**config.mk**
```make
export PLATFORM = sky130hd
export DESIGN_NAME = utf8_name_validator
export DESIGN_NICKNAME = d
export VERILOG_FILES = /design/src/rtl/core/utf8nv_pkg.sv /design/src/rtl/core/utf8_name_validator.sv /design/src/rtl/core/utf8nv_step.sv /design/src/rtl/core/utf8nv_out.sv
export SDC_FILE = /design/constraint.sdc
export NUM_CORES = 1
export LEC_CHECK = 0
export ABC_AREA = 1
export BUFFER_PORTS_ARGS = -buffer_cell sky130_fd_sc_hd__buf_4
export CORE_MARGIN = 4
export CORE_UTILIZATION = 55
export DETAILED_ROUTE_END_ITERATION = 10
export PLACE_DENSITY = 0.75
export SLEW_MARGIN = 20
export SYNTH_ARGS = -nofsm -noshare
export SYNTH_HDL_FRONTEND = slang
export SYNTH_SLANG_ARGS = --single-unit
```
**constraint.sdc**
```tcl
create_clock -name clk -period 3.45 [get_ports clk]
set_clock_uncertainty 0.15 [all_clocks]
set_input_delay 0.5175 -clock clk [delete_from_list [all_inputs] [get_ports clk]]
set_output_delay 0.5175 -clock clk [all_outputs]
set_load 0.03 [all_outputs]
```
**src/rtl/core/utf8nv_pkg.sv**
```systemverilog
// ----------------------------------------------------------------------------
// utf8nv_pkg
// Shared types, constants and decode helpers for the UTF-8 name validator.
// ----------------------------------------------------------------------------
package utf8nv_pkg;

    localparam int unsigned BYTE_W  = 8;
    localparam int unsigned COUNT_W = 9;
    localparam int unsigned CODE_W  = 21;

    localparam logic [BYTE_W-1:0]  LIMIT_RESET = 8'd64;

    localparam logic [CODE_W-1:0]  CODE_MAX      = 21'h10FFFF;
    localparam logic [CODE_W-1:0]  SURR_LO       = 21'h00D800;
    localparam logic [CODE_W-1:0]  SURR_HI       = 21'h00DFFF;
    localparam logic [CODE_W-1:0]  CTRL_LIMIT    = 21'h000020;
    localparam logic [CODE_W-1:0]  CODE_DEL      = 21'h00007F;

    // Sequence length classes; class_minimum gives the smallest code point each may legally encode.
    typedef enum logic [1:0] {
        CLS_NONE  = 2'd0,
        CLS_TWO   = 2'd1,
        CLS_THREE = 2'd2,
        CLS_FOUR  = 2'd3
    } seq_class_t;

    typedef struct packed {
        logic [COUNT_W-1:0] byte_count;
        logic [1:0]         pending;
        logic [CODE_W-1:0]  partial;
        seq_class_t         min_class;
        logic               error_seen;
        logic               first_done;
        logic               first_is_space;
        logic               last_is_space;
    } name_state_t;

    localparam name_state_t NAME_STATE_CLEAR = '{
        byte_count:     '0,
        pending:        '0,
        partial:        '0,
        min_class:      CLS_NONE,
        error_seen:     1'b0,
        first_done:     1'b0,
        first_is_space: 1'b0,
        last_is_space:  1'b0
    };

    typedef struct packed {
        logic [BYTE_W-1:0] byte_value;
        logic              has_byte;
        logic              last;
    } name_item_t;

    function automatic logic [CODE_W-1:0] class_minimum(input seq_class_t cls);
        logic [CODE_W-1:0] lo;
        case (cls)
            CLS_NONE:  lo = 21'h000000;
            CLS_TWO:   lo = 21'h000080;
            CLS_THREE: lo = 21'h000800;
            CLS_FOUR:  lo = 21'h010000;
            default:   lo = 21'h000000;
        endcase
        return lo;
    endfunction

    function automatic logic is_space(input logic [CODE_W-1:0] c);
        logic sp;
        case (c) inside
            21'h000020, 21'h0000A0, 21'h001680,
            [21'h002000:21'h00200A],
            21'h002028, 21'h002029, 21'h00202F,
            21'h00205F, 21'h003000, 21'h00FEFF: sp = 1'b1;
            default:                            sp = 1'b0;
        endcase
        return sp;
    endfunction

endpackage

```
**src/rtl/core/utf8_name_validator.sv**
```systemverilog
// ----------------------------------------------------------------------------
// utf8_name_validator
// Strict UTF-8 name checker that takes at most one byte per item and gives a verdict per name.
// ----------------------------------------------------------------------------
// Throughput: one item per cycle, set by the state update loop, while no verdict
// is left waiting. A closing item is taken by the input register, and its
// verdict then by the result register, which drives m_tvalid.
// A verdict left waiting holds the next closing item, and with it the input.
// Reset: rst_n is asynchronous and active low; it empties both registers,
// clears all name state and sets the length limit back to 64 bytes.
// ----------------------------------------------------------------------------
module utf8_name_validator (
    input  logic       clk,
    input  logic       rst_n,

    // Length limit register.
    input  logic       cfg_valid,
    output logic       cfg_ready,
    input  logic [7:0] cfg_data,     // [7:0] name_limit

    // Incoming name bytes.
    input  logic       s_tvalid,
    output logic       s_tready,
    input  logic [7:0] s_tdata,      // [7:0] byte_value
    input  logic [0:0] s_tuser,      // [0] has_byte
    input  logic       s_tlast,      // last

    // Verdicts, one per name.
    output logic       m_tvalid,
    input  logic       m_tready,
    output logic [7:0] m_tdata       // [0] name_ok, [7:1] zero
);
    import utf8nv_pkg::*;

    logic [7:0]  limit_reg;
    name_item_t  item_reg;
    logic        item_valid_reg;
    logic        item_valid_next;
    name_state_t state_reg;
    name_state_t state_next;
    logic        verdict;
    logic        out_free;
    logic        fire;

    // The limit register is to be written only between names, which the block
    // does not enforce; cfg_ready is tied high, so it can always take a write.
    assign cfg_ready = 1'b1;

    always_ff @(posedge clk or negedge rst_n)
    begin
        if (!rst_n)
        begin
            limit_reg <= LIMIT_RESET;
        end
        else if (cfg_valid)
        begin
            limit_reg <= cfg_data;
        end
    end

    // The registered item is retired when it produces no verdict, or when the
    // result register has room for its verdict. Only a closing item stalls.
    assign fire     = item_valid_reg && (!item_reg.last || out_free);
    assign s_tready = !item_valid_reg || fire;

    always_comb
    begin
        item_valid_next = item_valid_reg;
        if (s_tready)
        begin
            item_valid_next = s_tvalid;
        end
    end

    always_ff @(posedge clk or negedge rst_n)
    begin
        if (!rst_n)
        begin
            item_valid_reg <= 1'b0;
        end
        else
        begin
            item_valid_reg <= item_valid_next;
        end
    end

    always_ff @(posedge clk)
    begin
        if (s_tvalid && s_tready)
        begin
            item_reg.byte_value <= s_tdata;
            item_reg.has_byte   <= s_tuser[0];
            item_reg.last       <= s_tlast;
        end
    end

    // Decode the registered byte against the running name state. A closing
    // item computes its verdict from the updated state and then clears it.
    utf8nv_step u_step (
        .state_cur  (state_reg),
        .item       (item_reg),
        .name_limit (limit_reg),
        .state_next (state_next),
        .name_ok    (verdict)
    );

    always_ff @(posedge clk or negedge rst_n)
    begin
        if (!rst_n)
        begin
            state_reg <= NAME_STATE_CLEAR;
        end
        else if (fire)
        begin
            state_reg <= state_next;
        end
    end

    utf8nv_out u_out (
        .clk      (clk),
        .rst_n    (rst_n),
        .load     (fire && item_reg.last),
        .ok_in    (verdict),
        .free     (out_free),
        .m_tvalid (m_tvalid),
        .m_tready (m_tready),
        .m_tdata  (m_tdata)
    );

`ifndef SYNTH
    // A retired closing item always leaves a verdict waiting downstream.
    assert property (@(posedge clk) disable iff (!rst_n)
        (fire && item_reg.last) |=> m_tvalid)
        else $error("closing item retired without a verdict");

    // An open multi-byte sequence always carries its minimum class.
    assert property (@(posedge clk) disable iff (!rst_n)
        (state_reg.pending != 2'd0) |-> (state_reg.min_class != CLS_NONE))
        else $error("open sequence without a length class");

    // The space flags are only ever set once a first code point exists.
    assert property (@(posedge clk) disable iff (!rst_n)
        !state_reg.first_done |-> (!state_reg.last_is_space && !state_reg.first_is_space))
        else $error("space flag set before any code point");
`endif

endmodule

```
**src/rtl/core/utf8nv_step.sv**
```systemverilog
// ----------------------------------------------------------------------------
// utf8nv_step
// One byte of decode: next name state and the verdict for a closing item.
// ----------------------------------------------------------------------------
module utf8nv_step (
    input  utf8nv_pkg::name_state_t state_cur,
    input  utf8nv_pkg::name_item_t  item,
    input  logic [7:0]              name_limit,
    output utf8nv_pkg::name_state_t state_next,
    output logic                    name_ok
);
    import utf8nv_pkg::*;

    always_comb
    begin
        name_state_t       s;
        logic              fin;
        logic [CODE_W-1:0] code;
        seq_class_t        cls_used;
        logic [BYTE_W-1:0] b;

        s        = state_cur;
        fin      = 1'b0;
        code     = '0;
        cls_used = CLS_NONE;
        b        = item.byte_value;

        if (item.has_byte)
        begin
            if (s.byte_count <= {1'b0, name_limit})
            begin
                s.byte_count = s.byte_count + 9'd1;
            end

            if (s.pending != 2'd0)
            begin
                if (b[7:6] != 2'b10)
                begin
                    // A lead or ASCII byte where a continuation was due.
                    s.error_seen = 1'b1;
                    s.pending    = 2'd0;
                    s.partial    = '0;
                    s.min_class  = CLS_NONE;
                end
                else
                begin
                    s.partial = {s.partial[CODE_W-7:0], b[5:0]};
                    s.pending = s.pending - 2'd1;
                    if (s.pending == 2'd0)
                    begin
                        fin      = 1'b1;
                        code     = s.partial;
                        cls_used = s.min_class;
                    end
                end
            end
            else
            begin
                case (b) inside
                    [8'h00:8'h7F]:
                    begin
                        fin  = 1'b1;
                        code = {13'd0, b};
                    end
                    [8'hC2:8'hDF]:
                    begin
                        s.pending   = 2'd1;
                        s.partial   = {16'd0, b[4:0]};
                        s.min_class = CLS_TWO;
                    end
                    [8'hE0:8'hEF]:
                    begin
                        s.pending   = 2'd2;
                        s.partial   = {17'd0, b[3:0]};
                        s.min_class = CLS_THREE;
                    end
                    [8'hF0:8'hF4]:
                    begin
                        s.pending   = 2'd3;
                        s.partial   = {18'd0, b[2:0]};
                        s.min_class = CLS_FOUR;
                    end
                    default:
                    begin
                        s.error_seen = 1'b1;
                    end
                endcase
            end

            if (fin)
            begin
                if (code < class_minimum(cls_used) || code > CODE_MAX ||
                    (code >= SURR_LO && code <= SURR_HI) ||
                    code < CTRL_LIMIT || code == CODE_DEL)
                begin
                    s.error_seen = 1'b1;
                end
                if (!s.first_done)
                begin
                    s.first_done     = 1'b1;
                    s.first_is_space = is_space(code);
                end
                s.last_is_space = is_space(code);
                s.min_class     = CLS_NONE;
                s.partial       = '0;
            end
        end

        name_ok = !s.error_seen && (s.byte_count != 9'd0) &&
                  (s.byte_count <= {1'b0, name_limit}) &&
                  (s.pending == 2'd0) && s.first_done &&
                  !s.first_is_space && !s.last_is_space;

        state_next = item.last ? NAME_STATE_CLEAR : s;
    end

endmodule

```
**src/rtl/core/utf8nv_out.sv**
```systemverilog
// ----------------------------------------------------------------------------
// utf8nv_out
// Result register holding one verdict until the downstream side takes it.
// ----------------------------------------------------------------------------
module utf8nv_out (
    input  logic       clk,
    input  logic       rst_n,
    input  logic       load,
    input  logic       ok_in,
    output logic       free,
    output logic       m_tvalid,
    input  logic       m_tready,
    output logic [7:0] m_tdata     // [0] name_ok, [7:1] zero
);
    logic valid_reg;
    logic valid_next;
    logic ok_reg;

    // The slot can take a new verdict when empty or being drained this cycle.
    assign free = !valid_reg || m_tready;

    always_comb
    begin
        valid_next = valid_reg;
        if (load)
        begin
            valid_next = 1'b1;
        end
        else if (m_tready)
        begin
            valid_next = 1'b0;
        end
    end

    always_ff @(posedge clk or negedge rst_n)
    begin
        if (!rst_n)
        begin
            valid_reg <= 1'b0;
        end
        else
        begin
            valid_reg <= valid_next;
        end
    end

    always_ff @(posedge clk)
    begin
        if (load)
        begin
            ok_reg <= ok_in;
        end
    end

    assign m_tvalid = valid_reg;
    assign m_tdata  = {7'd0, ok_reg};

endmodule

```
==> metrics.md <==
| Metric | Value |
|---|---|
| Critical Path AT | 3.19 ns |
| Setup TNS | 0 ns |
| Area grow syn2layout | 11.6% |
| Final period util | 0.945 |
| GPL Wtd Cong | 0.973 |
| DR pass1 iterations | 5 |
| Period minus WS final | 3.26 ns |
| Post-route cell area | 4270 um^2 |
| # clock sinks | 53 |
| Leading area contributor after synthesis | dfrtp_1 |
| Delay-heaviest family, CP | simple AND/OR/NAND/NOR gates |
| Initial antenna violation count | 0 |
| WL per Instance | 14.3 um |
| Post-synth top cells | 108 x nand2_1, 81 x inv_1, 51 x nor2_1, 43 x nand3_1, 41 x dfrtp_1 |
| Initial Utilization | 0.563 |
| CTS Buf Count | 5 |
| Nets | 596 |
| Max_slew headroom | 0.620 |
| Post-DRT Antenna Nets | 0 |
| CP max stage delay | 0.55 ns |
| Mean Syn Cell Area | 7.33 um^2 |
| Cts hold-fix bufs | 0 |
| Worst setup SP type | flip-flop |
| Post-synth EDFFs | 11 |
| Synth top area cells | dfrtp_1 27%, nand2_1 11%, edfxtp_1 8.6% |
| Final Hold Viols | 0 |
| Clock Tree Buf Depth | 2 |
| YS warnings | 0 |
| Slowest-stage cell, CP | dfstp_2 |
| HPWL after DPL | 7060 um |
| Pin count of the biggest net entering global routing | 43 |
| RSZ-0062 raised after global routing | true |
| I/O pin count | 34 |
| # diodes | 0 |
| Cell count after synthesis | 522 |
| Layout fillers | 620 |
| VDD IR-drop max | 213 uV |
| Via count | 3532 |
| Post-Synthesis Cell Area | 3830 um^2 |
| CTS clk-pin slew, worst paths | 0.10 ns |
| Most common cell in the netlist | nand2_1 |
| Wire length of the first global-routing pass | 15300 um |
| Max reg flops | 32 |
| Sequential-to-total area share from yosys stat | 0.361 |
| Worst Path Required | 3.38 ns |
| Primary FF master, synth | dfrtp_1 |
| WS Path Type | reg2reg |
| Synth unique cells | 39 |
| Util after Layout | 0.629 |
| Status | complete, no violations |
| Vias per cell | 5.44 |
| DIE HEIGHT | 91.4 um |
| Slew Limit Fails | 0 |
| Pwr/cell area | 368 nW/um^2 |
| IO buf count | 25 |
| Total GRT Usage | 0.225 |
| CTS tree | yes |
| H-tree Lvls | 2 |
| Share of layout cells above drive strength 1 | 0.168 |
| Lkg Pwr | 2.10 nW |
| Most frequent CP cell | nand2_1 |
| Core ar. | 6790 um^2 |
| Final setup viols | 0 |
| Post-Route WL | 9310 um |
| Clk root buf | clkbuf_8 |
| Die extent in x | 91.4 um |
| Hold crit path type | in2async |
| Number of global-route vias before repair | 3376 |
| Synth top area share | 0.268 |
| Seq cells post-synth | 53 |
| WP buf/inv | 3 |
| Peak Freq | 307 MHz |
| Slew @ Worst Pin | 0.570 ns |
| Rows | 30 |
| Max cap viols | 0 |
| Initial DRC count | 234 |
| Worst-path cell chain | inv_4 > ha_4 > nand2_2 > nor2_1 > nand4_1 > nand2_4 > nand3b_1 > inv_1 > nand2_1 > nand2_2 > inv_2 > ha_4 > nand4_1 > o211ai_1 > nand2_1 > a21boi_1 > o22ai_1 > nand2_1 > nor2_1 > nand3_1 > nor2_2 |
| Post-detailed-route DRC marker count | 0 |
| GRT Residual Overflow | 0 |
| Die ar. | 8360 um^2 |
| Clk_lat worst skew | 0.31 ns |
| Crit end category | flip-flop |
| DP Area | 4060 um^2 |
| Crit Path Max Fanout | 5 |
| Asr flop ratio synth | 0.792 |
power by group:
group / internal (mW) / switching [mW] / leakage [nW]
Combinational: 0.174 / 0.317 / 1.39
Clock: 0.144 / 0.209 / 0.0417
Sequential: 0.686 / 0.0442 / 0.662
path summary, 6_finish.rpt:
path,depth (start not counted),from,to,slack [ns]
max in group asynchronous,1,rst_n,state_reg[33],2.70
worst max register to register,21,limit_reg[6],u_out.ok_reg,0.19
min in group clk,1,s_tdata[7],item_reg[9],0.23
worst max-delay path,21,limit_reg[6],u_out.ok_reg,0.19
worst min register to register,2,state_reg[20],state_reg[20],0.35
worst min-delay path,1,rst_n,state_reg[13],0.03
worst register-to-register path, cell delays in order (launching register included):
cell      delay, ns
dfstp_2        0.55
inv_4          0.04
ha_4           0.27
nand2_2        0.05
nor2_1         0.10
nand4_1        0.15
nand2_4        0.14
nand3b_1       0.13
inv_1          0.08
nand2_1        0.06
nand2_2        0.10
inv_2          0.05
ha_4           0.26
nand4_1        0.12
o211ai_1       0.19
nand2_1        0.07
a21boi_1       0.15
o22ai_1        0.10
nand2_1        0.07
nor2_1         0.04
nand3_1        0.09
nor2_2         0.05
stage by stage:
step	instances	hold WS [ns]	total power, mW	worst slack (ns)
finish	649	0.0335	1.57	0.188
global route	649	0.0659	1.68	-0.0332
CTS	642	0.0609	1.55	0.0483
detailed placement	634	0.328	1.19	0.00758
global placement	634	0.328	1.18	0.130
floorplan	528	0.0719	1.07	0.273
layout by cell type, fill, tap and decap left out, types with 3 or more instances in the layout:
| cell type | netlist | final |
|---|---|---|
| buf_4 | 11 | 36 |
| a21oi_1 | 16 | 14 |
| conb_1 | 2 | 8 |
| o31ai_1 | 5 | 5 |
| nand3_2 | 6 | 7 |
| nor2_1 | 51 | 49 |
| nand2_1 | 108 | 102 |
| nand4_1 | 15 | 15 |
| inv_1 | 81 | 77 |
| o22ai_1 | 13 | 13 |
| nand3b_1 | 3 | 3 |
| o21ai_0 | 39 | 38 |
| a21oi_2 | 3 | 5 |
| nand3_4 | 3 | 3 |
| ha_1 | 21 | 19 |
| o21ai_1 | 5 | 6 |
| clkbuf_8 | 0 | 5 |
| inv_2 | 5 | 8 |
| nor3_1 | 7 | 7 |
| dfrtp_1 | 41 | 39 |
| nand2_4 | 2 | 4 |
| nor2_2 | 5 | 7 |
| nand2_2 | 2 | 6 |
| nand3_1 | 43 | 42 |
| edfxtp_1 | 11 | 11 |
layout make-up:
cell class,instances,area (um^2),area share
clock inverters,2,13.8,0.00322
inverters,87,329,0.0770
flip-flops and latches,53,1390,0.324
well taps,96,120,0.0281
multi-input cells,369,2080,0.487
repair buffers,36,270,0.0633
clock buffers,6,72.6,0.0170
cell families after synthesis:
logic type	synth area share
fa+ha+maj	0.0686
buf+inv	0.119
other cells	0.00196
compound gates	0.128
xor+xnor	0.00458
simple gates	0.313
flops	0.361
mux	0.00294
per-layer routing:
layer,global-route usage,vias up,share of wire,wire [um]
met5,0,-,0,0
met1,0.279,1635,0.43,3970
li1,-,1764,-,-
met3,0.0439,22,0.051,477
met4,0.0854,0,0.025,234
met2,0.386,111,0.50,4620
repair_timing:
| item | CTS | global route |
|---|---|---|
| endpoints found under the setup margin | 1 | 1 |
| pin swaps | 0 | 16 |
| resized for setup | 2 | 22 |
| buffers inserted | 0 | 7 |
| hold endpoints to repair | 0 | 0 |
No activity file was read; power rests on OpenSTA's default activity.
